**src/swt_pkg.sv**
```systemverilog
// shared types and constants for the shell word tokenizer
// no dependencies
package swt_pkg;

	localparam int ChW = 8;

	localparam logic [ChW-1:0] C_SQUOTE = 8'h27;
	localparam logic [ChW-1:0] C_DQUOTE = 8'h22;
	localparam logic [ChW-1:0] C_BSLASH = 8'h5C;
	localparam logic [ChW-1:0] C_DOLLAR = 8'h24;
	localparam logic [ChW-1:0] C_BTICK  = 8'h60;
	localparam logic [ChW-1:0] C_SPACE  = 8'h20;
	localparam logic [ChW-1:0] C_TAB    = 8'h09;

	localparam logic KIND_CHAR = 1'b0;
	localparam logic KIND_END  = 1'b1;

	typedef enum logic [2:0] {
		M_PLAIN = 3'd0,
		M_SQ    = 3'd1,
		M_DQ    = 3'd2,
		M_DQ_BS = 3'd3,
		M_BS    = 3'd4
	} mode_t;

	typedef struct packed {
		logic           kind;
		logic [ChW-1:0] ch;
	} res_t;

	// decoder verdict for one request
	typedef struct packed {
		logic [1:0] n;
		res_t       r0;
		res_t       r1;
		mode_t      mode;
		logic       in_word;
	} dec_t;

endpackage

```
**src/swt_decode.sv**
```systemverilog
// next-state and result decode for one request of the tokenizer
// depends on swt_pkg
module swt_decode (
	input  logic [swt_pkg::ChW-1:0] ch,
	input  logic                    is_end,
	input  swt_pkg::mode_t          mode,
	input  logic                    in_word,
	output swt_pkg::dec_t           dec
);

	swt_pkg::res_t lit_c, lit_bs, word_end;

	assign lit_c    = '{kind: swt_pkg::KIND_CHAR, ch: ch};
	assign lit_bs   = '{kind: swt_pkg::KIND_CHAR, ch: swt_pkg::C_BSLASH};
	assign word_end = '{kind: swt_pkg::KIND_END, ch: '0};

	always_comb begin
		dec.n       = 2'd0;
		dec.r0      = lit_c;
		dec.r1      = word_end;
		dec.mode    = mode;
		dec.in_word = in_word;
		if (is_end) begin
			dec.mode    = swt_pkg::M_PLAIN;
			dec.in_word = 1'b0;
			if (mode == swt_pkg::M_DQ_BS || mode == swt_pkg::M_BS) begin
				// pending backslash flushes as a literal, then the word ends
				dec.n  = 2'd2;
				dec.r0 = lit_bs;
				dec.r1 = word_end;
			end else if (in_word) begin
				dec.n  = 2'd1;
				dec.r0 = word_end;
			end
		end else begin
			unique case (mode)
				swt_pkg::M_SQ: begin
					if (ch == swt_pkg::C_SQUOTE) begin
						dec.mode = swt_pkg::M_PLAIN;
					end else begin
						dec.n = 2'd1;
					end
				end
				swt_pkg::M_DQ: begin
					if (ch == swt_pkg::C_DQUOTE) begin
						dec.mode = swt_pkg::M_PLAIN;
					end else if (ch == swt_pkg::C_BSLASH) begin
						dec.mode = swt_pkg::M_DQ_BS;
					end else begin
						dec.n = 2'd1;
					end
				end
				swt_pkg::M_DQ_BS: begin
					dec.mode = swt_pkg::M_DQ;
					if (ch == swt_pkg::C_DQUOTE || ch == swt_pkg::C_BSLASH
							|| ch == swt_pkg::C_DOLLAR || ch == swt_pkg::C_BTICK) begin
						dec.n = 2'd1;
					end else begin
						dec.n  = 2'd2;
						dec.r0 = lit_bs;
						dec.r1 = lit_c;
					end
				end
				swt_pkg::M_BS: begin
					dec.n       = 2'd1;
					dec.in_word = 1'b1;
					dec.mode    = swt_pkg::M_PLAIN;
				end
				default: begin
					dec.mode = swt_pkg::M_PLAIN;
					if (ch == swt_pkg::C_SQUOTE) begin
						dec.in_word = 1'b1;
						dec.mode    = swt_pkg::M_SQ;
					end else if (ch == swt_pkg::C_DQUOTE) begin
						dec.in_word = 1'b1;
						dec.mode    = swt_pkg::M_DQ;
					end else if (ch == swt_pkg::C_BSLASH) begin
						dec.in_word = 1'b1;
						dec.mode    = swt_pkg::M_BS;
					end else if (ch == swt_pkg::C_SPACE || ch == swt_pkg::C_TAB) begin
						dec.in_word = 1'b0;
						if (in_word) begin
							dec.n  = 2'd1;
							dec.r0 = word_end;
						end
					end else begin
						dec.n       = 2'd1;
						dec.in_word = 1'b1;
					end
				end
			endcase
		end
	end

endmodule

```
**src/swt_res_buf.sv**
```systemverilog
// two-slot result register, drained one result per cycle while the receiver does not stall
// depends on swt_pkg
module swt_res_buf (
	input  logic                    clk,
	input  logic                    arst_n,
	input  logic                    push,
	input  logic [1:0]              push_n,
	input  swt_pkg::res_t           push_r0,
	input  swt_pkg::res_t           push_r1,
	output logic                    free,
	output logic                    rsp_valid,
	input  logic                    rsp_stall,
	output logic                    kind,
	output logic [swt_pkg::ChW-1:0] ch_res,
	output logic                    last
);

	logic          valid_q;
	logic          ptr_q;
	logic          two_q;
	swt_pkg::res_t r0_q, r1_q;
	logic          take;
	logic          cur_last;

	assign cur_last  = ptr_q || !two_q;
	assign take      = valid_q && !rsp_stall;
	assign free      = !valid_q || (take && cur_last);
	assign rsp_valid = valid_q;
	assign kind      = ptr_q ? r1_q.kind : r0_q.kind;
	assign ch_res    = ptr_q ? r1_q.ch : r0_q.ch;
	assign last      = cur_last;

	always_ff @(posedge clk or negedge arst_n) begin
		if (!arst_n) begin
			valid_q <= 1'b0;
			ptr_q   <= 1'b0;
			two_q   <= 1'b0;
		end else if (push) begin
			valid_q <= 1'b1;
			ptr_q   <= 1'b0;
			two_q   <= (push_n == 2'd2);
		end else if (take) begin
			if (cur_last) begin
				valid_q <= 1'b0;
			end
			ptr_q <= 1'b1;
		end
	end

	always_ff @(posedge clk) begin
		if (push) begin
			r0_q <= push_r0;
			r1_q <= push_r1;
		end
	end

endmodule

```
**src/shell_word_tokenizer.sv**
```systemverilog
// top level of the shell word tokenizer: request register, decode, result buffer
// depends on swt_pkg, swt_decode, swt_res_buf
//
// usage
//   request channel: req_valid / req_stall with ch and is_end; one byte of the
//   command line per request, then one request with is_end high that flushes
//   any open word and returns the tokenizer to between-words
//   result channel: rsp_valid / rsp_stall with kind, ch_res, last; kind 0 is a
//   word character, kind 1 marks the end of a word; last flags the final
//   result caused by one request
// an accepted request is decoded from the request register into the result buffer
// throughput: one request per cycle while the buffer can take the results; a
//   request that yields two results (a backslash before an ordinary byte in
//   double quotes, or a pending backslash at the end marker) holds the
//   two-slot result buffer until both are drained, which can stall the request
//   side; requests with no result pass without touching the buffer
// reset: arst_n clears the request register, the result buffer and the
//   quoting state (between words, no open word)
// receiver stall: the current result holds; the request register holds its
//   request and req_stall rises as soon as the buffer cannot take its results
module shell_word_tokenizer (
	input  logic                    clk,
	input  logic                    arst_n,
	input  logic                    req_valid,
	output logic                    req_stall,
	input  logic [swt_pkg::ChW-1:0] ch,
	input  logic                    is_end,
	output logic                    rsp_valid,
	input  logic                    rsp_stall,
	output logic                    kind,
	output logic [swt_pkg::ChW-1:0] ch_res,
	output logic                    last
);

	// request register
	logic                    valid_s1;
	logic [swt_pkg::ChW-1:0] ch_s1;
	logic                    is_end_s1;

	// quoting state
	swt_pkg::mode_t mode_q;
	logic           in_word_q;

	swt_pkg::dec_t dec;
	logic          buf_free;
	logic          advance;
	logic          accept;

	swt_decode u_decode (
		.ch      (ch_s1),
		.is_end  (is_end_s1),
		.mode    (mode_q),
		.in_word (in_word_q),
		.dec     (dec)
	);

	// a request with no result retires regardless of the buffer
	assign advance   = valid_s1 && (dec.n == 2'd0 || buf_free);
	assign req_stall = valid_s1 && !advance;
	assign accept    = req_valid && !req_stall;

	swt_res_buf u_res_buf (
		.clk       (clk),
		.arst_n    (arst_n),
		.push      (advance && dec.n != 2'd0),
		.push_n    (dec.n),
		.push_r0   (dec.r0),
		.push_r1   (dec.r1),
		.free      (buf_free),
		.rsp_valid (rsp_valid),
		.rsp_stall (rsp_stall),
		.kind      (kind),
		.ch_res    (ch_res),
		.last      (last)
	);

	always_ff @(posedge clk or negedge arst_n) begin
		if (!arst_n) begin
			valid_s1  <= 1'b0;
			mode_q    <= swt_pkg::M_PLAIN;
			in_word_q <= 1'b0;
		end else begin
			if (accept) begin
				valid_s1 <= 1'b1;
			end else if (advance) begin
				valid_s1 <= 1'b0;
			end
			if (advance) begin
				mode_q    <= dec.mode;
				in_word_q <= dec.in_word;
			end
		end
	end

	// payload of the request register
	always_ff @(posedge clk) begin
		if (accept) begin
			ch_s1     <= ch;
			is_end_s1 <= is_end;
		end
	end

endmodule
```
**config.mk**
```make
export PLATFORM = sky130hd
export DESIGN_NAME = shell_word_tokenizer
export DESIGN_NICKNAME = d
export VERILOG_FILES = /design/src/swt_pkg.sv /design/src/swt_decode.sv /design/src/swt_res_buf.sv /design/src/shell_word_tokenizer.sv
export SDC_FILE = /design/constraint.sdc
export NUM_CORES = 1
export LEC_CHECK = 0
export BUFFER_PORTS_ARGS = -buffer_cell sky130_fd_sc_hd__buf_4
export CORE_MARGIN = 2
export CORE_UTILIZATION = 51
export DETAILED_ROUTE_END_ITERATION = 12
export GPL_TIMING_DRIVEN = 0
export PLACE_DENSITY_LB_ADDON = 0.25
export SKIP_LAST_GASP = 1
export SYNTH_ARGS = -nofsm -noshare
export SYNTH_HDL_FRONTEND = slang
export SYNTH_HIERARCHICAL = 1
export SYNTH_SLANG_ARGS = --single-unit
```
**constraint.sdc**
```tcl
create_clock -name clk -period 3.22 [get_ports clk]
set_input_delay 0.644 -clock clk [delete_from_list [all_inputs] [get_ports clk]]
set_output_delay 0.644 -clock clk [all_outputs]
set_load 0.01 [all_outputs]
```
==> results_dict.tcl, run 1 <==
set metrics [dict create \
    grt_first_pass_wirelength_um 6340 \
    syn_area_um2 1910 \
    place_area_um2 2160 \
    dp_slack_ps 3.37 \
    status "completed" \
    final_util 0.626 \
    initial_core_util 0.527 \
    viasPerCell 5.72 \
    synth_ff_type "edfxtp_1" \
    fillers 311 \
    reg2reg_slack_ps 70 \
    overflow 0 \
    slew-limit-headroom 0.336 \
    drt-initial-drc-count 72 \
    synthDistinctLibCells 48 \
    critPathRequiredTime_ps 2580 \
    critPathMaxFanout 6 \
    antenna_cells 0 \
    maxCapViolCount 0 \
    cts_max_level 2 \
    dp_hpwl_um 2650 \
    r2r_end "u_res_buf/r1_q[6]$_DFFE_PP_" \
    yosys_warnings 6 \
    synth_top_area_frac 0.424 \
    grt_usage 0.200 \
    period_minus_slack_ps 3190 \
    layout_setup_ws_ps 27.7 \
    tightest_slew_ps 994 \
    synthTopCellsByArea "edfxtp_1 42%, dfrtp_1 10%, mux2_4 10%" \
    ant_nets 0 \
    rsz0062_at_grt "yes" \
    cts_hold_buf 0 \
    dieArea_um2 4260 \
    synthArstFlopShare 0.229 \
    grt_max_degree 24 \
    drv_slew 0 \
    clk_path_buf_depth 2 \
    port_buffers 24 \
    p_leak_nw 0.934 \
    worstRegToRegCells 7 \
    fin_cells 249 \
    arrival_ps 2550 \
    design_area_um2 2280 \
    avgRoutedWirePerCell_um 14.7 \
    use_met2 0.325 \
    setup_viol 0 \
    grt_pass1_vias 1336 \
    syn_to_final_growth_pct 18.9 \
    power_density_nw_per_um2 484 \
    clkSlewWorstSetupHoldPaths_ps 70 \
    ys_seq_area_frac 0.528 \
    fin_crit_sh 0.991 \
    gr-max-usage-layer "met2" \
    grt_util_met1 0.256 \
    row_count 22 \
    hold_viol 0 \
    ys_ff_latch 35 \
    antenna_found_initial 0 \
    cp-end-kind "output port" \
    num_vias 1425 \
    core_um2 3630 \
    die_h_um 65.3 \
    met3_usage 0.0479 \
    r2r_start "ch_s1[1]$_DFFE_PP_" \
    numCtsBuffers 5 \
    ir_drop_mv 0.205 \
    timing.fmax_mhz 313 \
    final_nets 213 \
    ios 25 \
    first_pass_iters 4 \
    postSynthCellCount 166 \
    syn-num-nets 179 \
    avgSynthCellArea_um2 11.5 \
    post-route-drc-count 0 \
    skew_ps 7.28 \
    hold_path_class "input port to async pin" \
    cp-start-kind "register" \
    synth_edf_count 27 \
    place_congestion 0.884 \
    clockRootBuffer "clkbuf_8" \
    tns_ps 0 \
    cts.sinks 35 \
    drive_gt1_frac 0.308 \
    wl_um 3660 \
    yosysTopAreaCell "edfxtp_1" \
    place_inst 238 \
    cts_tree "done" \
    die_x_um 65.3 \
    critPathKind "register to output port" \
    clk_latency_ps 290 \
]
==> registers in the layout (all words and copies together), names as in the netlist <==
name / flops
u_res_buf/r0_q: 9
u_res_buf/r1_q: 9
ch_s1: 8
mode_q: 3
in_word_q: 1
is_end_s1: 1
u_res_buf/ptr_q: 1
u_res_buf/rsp_valid: 1
u_res_buf/two_q: 1
valid_s1: 1
==> power breakdown <==
part	switching [W]	internal, W
Sequential	0.0000217	0.000533
Clock	0.000150	0.000152
Combinational	0.000114	0.000132
==> cell families after synthesis <==
family / count (synthesis) / synth area share
AO/OA/AOI/OAI: 41 / 0.150
buffers and inverters: 16 / 0.0373
flip-flops: 35 / 0.528
multiplexers: 14 / 0.108
XOR/XNOR: 1 / 0.00458
AND/OR/NAND/NOR: 59 / 0.172
==> cell type report <==
type	count	area, um2	area share
Buffer	6	33.8	0.0148
Clock buffer	7	76.3	0.0335
Timing Repair Buffer	27	203	0.0891
Sequential cell	35	1010	0.444
Inverter	10	37.5	0.0165
Clock inverter	1	5.00	0.00220
Multi-Input combinational cell	115	850	0.373
Tap cell	48	60.1	0.0264
==> metal layers <==
layer | up-vias | wire length [um]
met5 | - | 0
met4 | 0 | 65
met3 | 7 | 203
met2 | 53 | 1830
met1 | 687 | 1560
li1 | 678 | -
==> cell usage after synthesis (3+ instances only) <==
master    number
nor3b_1        3
nor2b_1        3
o21a_1         3
o21ai_1        5
a21o_1         3
nand3_1        3
inv_1          8
and2_1         8
o21ai_0        4
nor2_1        15
nand2b_1       3
a21oi_1       10
nand2_1        8
dfrtp_1        8
edfxtp_1      27
mux2_4        13
nor3_1         4
==> worst max-delay path, stage by stage, from the launching register on <==
cell and delay, ps:
edfxtp_1 480, and4bb_1 280, nand3_2 140, a21oi_1 80, or4_1 540, a32oi_2 320, o21ai_1 150, nor2_2 150
buf_4 140
==> what timing repair did <==
| item | 4_1_cts | 5_1_grt |
|---|---|---|
| setup buffers | 3 | 0 |
| gates resized for setup | 1 | 2 |
| setup endpoints to repair | 19 | 22 |
==> per-stage QoR <==
| step | total power (W) | hold WS [ps] |
|---|---|---|
| finish | 0.00110 | 160 |
| global route | 0.00116 | 163 |
| CTS | 0.00111 | 154 |
| detailed placement | 0.000807 | 466 |
| global placement | 0.000798 | 464 |
| floorplan | 0.000720 | 348 |
==> cells in the final DEF (no fill, tap or decap), types with 2 or more instances in the layout <==
cell type,count
a21oi_1,10
clkbuf_1,4
nor2b_1,3
dfrtp_1,8
nand3_1,3
edfxtp_1,27
and2_1,8
mux2_4,13
buf_4,27
a21boi_1,2
clkbuf_8,5
inv_1,8
o31a_1,2
nand2_1,8
o211ai_1,2
clkinv_1,2
nor2_1,13
buf_2,2
o21ai_0,4
nand2b_1,3
o21ai_1,5
nor3_1,4
nor3b_1,2
o211ai_2,2
a21o_1,3
o21a_1,3
nor2_2,3
==> how the worst max path moves through the flow <==
stage                       startpoint                          end  cells after the start
finish              ch_s1[1]$_DFFE_PP_                    req_stall                      8
global placement    ch_s1[3]$_DFFE_PP_  u_res_buf/r0_q[0]$_DFFE_PP_                      7
detailed placement  ch_s1[3]$_DFFE_PP_  u_res_buf/r1_q[0]$_DFFE_PP_                      7
floorplan           ch_s1[3]$_DFFE_PP_  u_res_buf/r0_q[0]$_DFFE_PP_                      7
global route        ch_s1[1]$_DFFE_PP_  u_res_buf/two_q$_DFFE_PN0P_                      9
CTS                 ch_s1[1]$_DFFE_PP_                    req_stall                      8
No activity file was read; power rests on OpenSTA's default activity.
==> run 2: changes to the inputs <==
--- a/config.mk
+++ b/config.mk
@@ -8,6 +8,7 @@
 export BUFFER_PORTS_ARGS = -buffer_cell sky130_fd_sc_hd__buf_4
 export CORE_MARGIN = 2
 export CORE_UTILIZATION = 51
+export CTS_BUF_LIST = sky130_fd_sc_hd__clkbuf_16
 export DETAILED_ROUTE_END_ITERATION = 12
 export GPL_TIMING_DRIVEN = 0
 export PLACE_DENSITY_LB_ADDON = 0.25
==> results_dict.tcl, run 2 (synthesized netlist as in run 1, its figures left out) <==
set metrics [dict create \
    fin_crit_sh 0.988 \
    avgRoutedWirePerCell_um 14.9 \
    setup_viol 0 \
    critPathKind "register to output port" \
    arrival_ps 2540 \
    antenna_found_initial 0 \
    viasPerCell 5.70 \
    cts_tree "done" \
    cts_max_level 2 \
    critPathMaxFanout 6 \
    overflow 0 \
    grt_usage 0.197 \
    hold_path_class "input port to async pin" \
    clk_path_buf_depth 2 \
    combPwrFrac 0.197 \
    drt-initial-drc-count 75 \
    initial_core_util 0.527 \
    top_regs "u_res_buf/r0_q (9), u_res_buf/r1_q (9), ch_s1 (8)" \
    numCtsBuffers 5 \
    hold_viol 0 \
    num_vias 1419 \
    port_buffers 24 \
    cp-start-kind "register" \
    cts.sinks 35 \
    die_x_um 65.3 \
    dp_hpwl_um 2650 \
    antenna_cells 0 \
    maxCapViolCount 0 \
    mostFrequentLayoutCells "27 x edfxtp_1, 27 x buf_4, 13 x mux2_4, 13 x nor2_1" \
    p_seq_frac 0.447 \
    place_area_um2 2160 \
    clkSlewWorstSetupHoldPaths_ps 50 \
    die_h_um 65.3 \
    final_nets 213 \
    grt_first_pass_wirelength_um 6350 \
    dieArea_um2 4260 \
    power_density_nw_per_um2 534 \
    timing.fmax_mhz 314 \
    grt_max_degree 24 \
    period_minus_slack_ps 3180 \
    grt_pass1_vias 1349 \
    critPathRequiredTime_ps 2580 \
    clk_latency_ps 270 \
    r2r_end "u_res_buf/r0_q[5]$_DFFE_PP_" \
    status "completed" \
    cp-end-kind "output port" \
    fin_cells 249 \
    worstRegToRegCells 7 \
    place_congestion 0.884 \
    drive_gt1_frac 0.308 \
    place_inst 238 \
    syn_to_final_growth_pct 21.8 \
    p_switching_w 0.000301 \
    slew-limit-headroom 0.336 \
    post-route-drc-count 0 \
    clockRootBuffer "clkbuf_16" \
    r2r_start "ch_s1[1]$_DFFE_PP_" \
    first_pass_iters 4 \
    ant_nets 0 \
    drv_slew 0 \
    skew_ps 1.52 \
    p_leak_nw 0.968 \
    rsz0062_at_grt "yes" \
    tightest_slew_ps 996 \
    core_um2 3630 \
    fillers 300 \
    row_count 22 \
    reg2reg_slack_ps 70 \
    design_area_um2 2330 \
    internal_power_w 0.000944 \
    wl_um 3710 \
    switching_share 0.242 \
    ios 25 \
    pwr-share-clk 0.356 \
    ir_drop_mv 0.247 \
]
==> run 2: cell count changes in the layout (fill, tap and decap cells not counted), sizes merged <==
cell / before / now
inv: 8 / 10
clkbuf: 10 / 8
==> run 2: how the worst max path moves through the flow <==
stage | slack (ps) | start | end
2_1_floorplan | 100 | ch_s1[3]$_DFFE_PP_ | u_res_buf/r0_q[0]$_DFFE_PP_
3_5_place_dp | 3 | ch_s1[3]$_DFFE_PP_ | u_res_buf/r1_q[0]$_DFFE_PP_
3_3_place_gp | -360 | ch_s1[3]$_DFFE_PP_ | u_res_buf/r0_q[0]$_DFFE_PP_
6_report | 40 | ch_s1[1]$_DFFE_PP_ | req_stall
4_1_cts | 30 | ch_s1[1]$_DFFE_PP_ | req_stall
5_1_grt | -80 | ch_s1[1]$_DFFE_PP_ | u_res_buf/two_q$_DFFE_PN0P_
==> run 2: per-stage QoR <==
stage          setup WS, ps  total power, W  utilization  hold WS (ps)  TNS, ps
2_1_floorplan          96.3        0.000720            -           348        0
3_3_place_gp           -358        0.000798        0.593           464    -7180
3_5_place_dp           3.37        0.000807        0.594           466        0
4_1_cts                32.3         0.00126        0.640           170        0
5_1_grt               -84.8         0.00130        0.642           181    -1760
6_report               39.4         0.00125        0.642           174        0
==> run 2: layer usage <==
metal	GRT usage	vias up	wire [um]
met5	0	-	0
met4	0.0729	0	78
met3	0.0479	10	185
met2	0.318	49	1860
met1	0.258	683	1580
li1	-	677	-
==> run 2: area by class of cell <==
type                            count  area, um2  area share
Tap cell                           48       60.1      0.0258
Clock inverter                      3       12.5     0.00536
Sequential cell                    35       1010       0.433
Clock buffer                        5        125      0.0536
Inverter                           10       37.5      0.0161
Multi-Input combinational cell    115        850       0.364
Buffer                              6       33.8      0.0145
Timing Repair Buffer               27        203      0.0869
==> run 2: critical path, cell delays in order (launching register included) <==
cell and delay [ps]:
edfxtp_1 480, and4bb_1 290, nand3_2 140, a21oi_1 80
or4_1 530, a32oi_2 310, o21ai_1 140, nor2_2 150
buf_4 140
==> run 2: power by group through the flow <==
stage,Combinational (W),Sequential [W],Clock (W)
2_1_floorplan,0.000161,0.000559,0
3_3_place_gp,0.000235,0.000563,0
3_5_place_dp,0.000241,0.000566,0
4_1_cts,0.000248,0.000556,0.000456
5_1_grt,0.000269,0.000561,0.000475
6_report,0.000246,0.000556,0.000444
==> run 2: timing repair <==
action                                  CTS  global route
hold buffers                              0             0
setup buffers                             3             0
endpoints found under the hold margin     0             0
endpoints found under the setup margin   19            30
gates cloned                              0             0
gates resized for setup                   1             2
==> run 3: changes to the inputs <==
--- a/config.mk
+++ b/config.mk
@@ -12,6 +12,7 @@
 export DETAILED_ROUTE_END_ITERATION = 12
 export GPL_TIMING_DRIVEN = 0
 export PLACE_DENSITY_LB_ADDON = 0.25
+export REMOVE_ABC_BUFFERS = 1
 export SKIP_LAST_GASP = 1
 export SYNTH_ARGS = -nofsm -noshare
 export SYNTH_HDL_FRONTEND = slang
==> results_dict.tcl, run 3 (synthesized netlist as in run 1, its figures left out) <==
set metrics [dict create \
    clockRootBuffer "clkbuf_16" \
    slew-limit-headroom 0.468 \
    hold_path_class "input port to async pin" \
    port_buffers 24 \
    die_x_um 65.3 \
    cp-start-kind "register" \
    initial_core_util 0.527 \
    overflow 0 \
    row_count 22 \
    grt_usage 0.194 \
    cp-end-kind "output port" \
    p_seq_frac 0.433 \
    crit_family "simple AND/OR/NAND/NOR gates" \
    worstRegToRegCells 9 \
    max_stage_delay_ps 560 \
    ios 25 \
    p_leak_nw 0.959 \
    switching_share 0.232 \
    wl_um 3740 \
    combPwrFrac 0.163 \
    drive_gt1_frac 0.315 \
    setup_viol 1 \
    cts_tree "done" \
    rsz0062_at_grt "yes" \
    final_common_cell "buf_4" \
    die_h_um 65.3 \
    antenna_cells 0 \
    post-route-drc-count 0 \
    fin_cells 245 \
    critPathRequiredTime_ps 2580 \
    crit_buf_inv 2 \
    drt-initial-drc-count 81 \
    top_regs "u_res_buf/r0_q (9), u_res_buf/r1_q (9), ch_s1 (8)" \
    clk_latency_ps 280 \
    final_nets 209 \
    core_um2 3630 \
    drv_slew 0 \
    place_congestion 0.923 \
    status "finished with violations" \
    skew_ps 5.38 \
    layout_setup_ws_ps -37.8 \
    cts.sinks 35 \
    clk_path_buf_depth 2 \
    path_depth 8 \
    clkSlewWorstSetupHoldPaths_ps 50 \
    power_density_nw_per_um2 567 \
    dp_hpwl_um 2490 \
    ant_nets 0 \
    cts_hold_buf 0 \
    dieArea_um2 4260 \
    critPathKind "register to output port" \
    num_vias 1429 \
    critPathMaxFanout 10 \
    place_inst 232 \
    syn_to_final_growth_pct 22.7 \
    hold_ws_ps 175 \
    period_minus_slack_ps 3260 \
    viasPerCell 5.83 \
    cts_max_level 2 \
    crit_slowest_cell "or4_1" \
    maxCapViolCount 0 \
    fin_crit_sh 1.01 \
    numCtsBuffers 5 \
    mostFrequentLayoutCells "29 x buf_4, 27 x edfxtp_1, 13 x mux2_4, 13 x nor2_1, 10 x a21oi_1" \
    dp_slack_ps -0.0515 \
    pwr-share-clk 0.404 \
    tightest_slew_ps 796 \
    arrival_ps 2610 \
    grt_max_degree 24 \
    internal_power_w 0.00102 \
    avgRoutedWirePerCell_um 15.3 \
    grt_pass1_vias 1352 \
    ir_drop_mv 0.409 \
    violations "setup timing" \
    timing.fmax_mhz 307 \
    first_pass_iters 4 \
    p_switching_w 0.000310 \
    cp_cell_sequence "clkinv_1, nand2_1, a21oi_1, or4_1, a32oi_2, o21ai_1, nor2_2, buf_4" \
    grt_first_pass_wirelength_um 6240 \
    hold_viol 0 \
    antenna_found_initial 0 \
]
-- run 3: layout make-up --
| class | instances | area [um2] |
|---|---|---|
| clock buffers | 5 | 125 |
| multi-input cells | 115 | 853 |
| well taps | 48 | 60.1 |
| repair buffers | 29 | 218 |
| fillers | 302 | 1280 |
| clock inverters | 3 | 43.8 |
| flip-flops and latches | 35 | 1010 |
| inverters | 10 | 37.5 |
-- run 3: per-stage QoR --
stage / util / instance area [um2] / total power (W) / TNS, ps
after floorplan: - / 1880 / 0.000710 / 0
after global placement: 0.584 / 2120 / 0.000786 / -6640
after detailed placement: 0.584 / 2120 / 0.000794 / -0.0966
after CTS: 0.643 / 2340 / 0.00134 / 0
after global routing: 0.646 / 2350 / 0.00138 / -954
final: 0.646 / 2350 / 0.00133 / -37.8
-- run 3: worst paths after layout --
| kind | startpoint | endpoint | slack [ps] |
|---|---|---|---|
| max | mode_q[0]$_DFFE_PN0P_ | req_stall | -40 |
| min | arst_n | u_res_buf/rsp_valid$_DFFE_PN0P_ | 180 |
| max reg2reg | ch_s1[0]$_DFFE_PP_ | ch_s1[5]$_DFFE_PP_ | 120 |
| min reg2reg | u_res_buf/two_q$_DFFE_PN0P_ | u_res_buf/two_q$_DFFE_PN0P_ | 550 |
| max in group asynchronous | arst_n | in_word_q$_DFFE_PN0P_ | 2920 |
| min in group clk | is_end | is_end_s1$_DFFE_PP_ | 540 |
-- run 3: power groups by stage --
stage	clock, W	sequential (W)	combinational, W
global route	0.000561	0.000585	0.000233
detailed placement	0	0.000588	0.000207
CTS	0.000543	0.000578	0.000216
finish	0.000538	0.000577	0.000217
global placement	0	0.000585	0.000201
floorplan	0	0.000576	0.000134
-- run 3: timing repair --
item / 4_1_cts / 5_1_grt
gates resized for setup: 1 / 3
endpoints found under the setup margin: 19 / 31
buffers inserted: 5 / 0
pin swaps: 0 / 0
-- run 3: metal layers --
metal  part of all wire  global-route usage  vias up
met3              0.060              0.0462        5
met5                  0                   0        -
met1               0.40               0.236      693
met4              0.011              0.0573        0
met2               0.53               0.339       55
li1                   -                   -      676
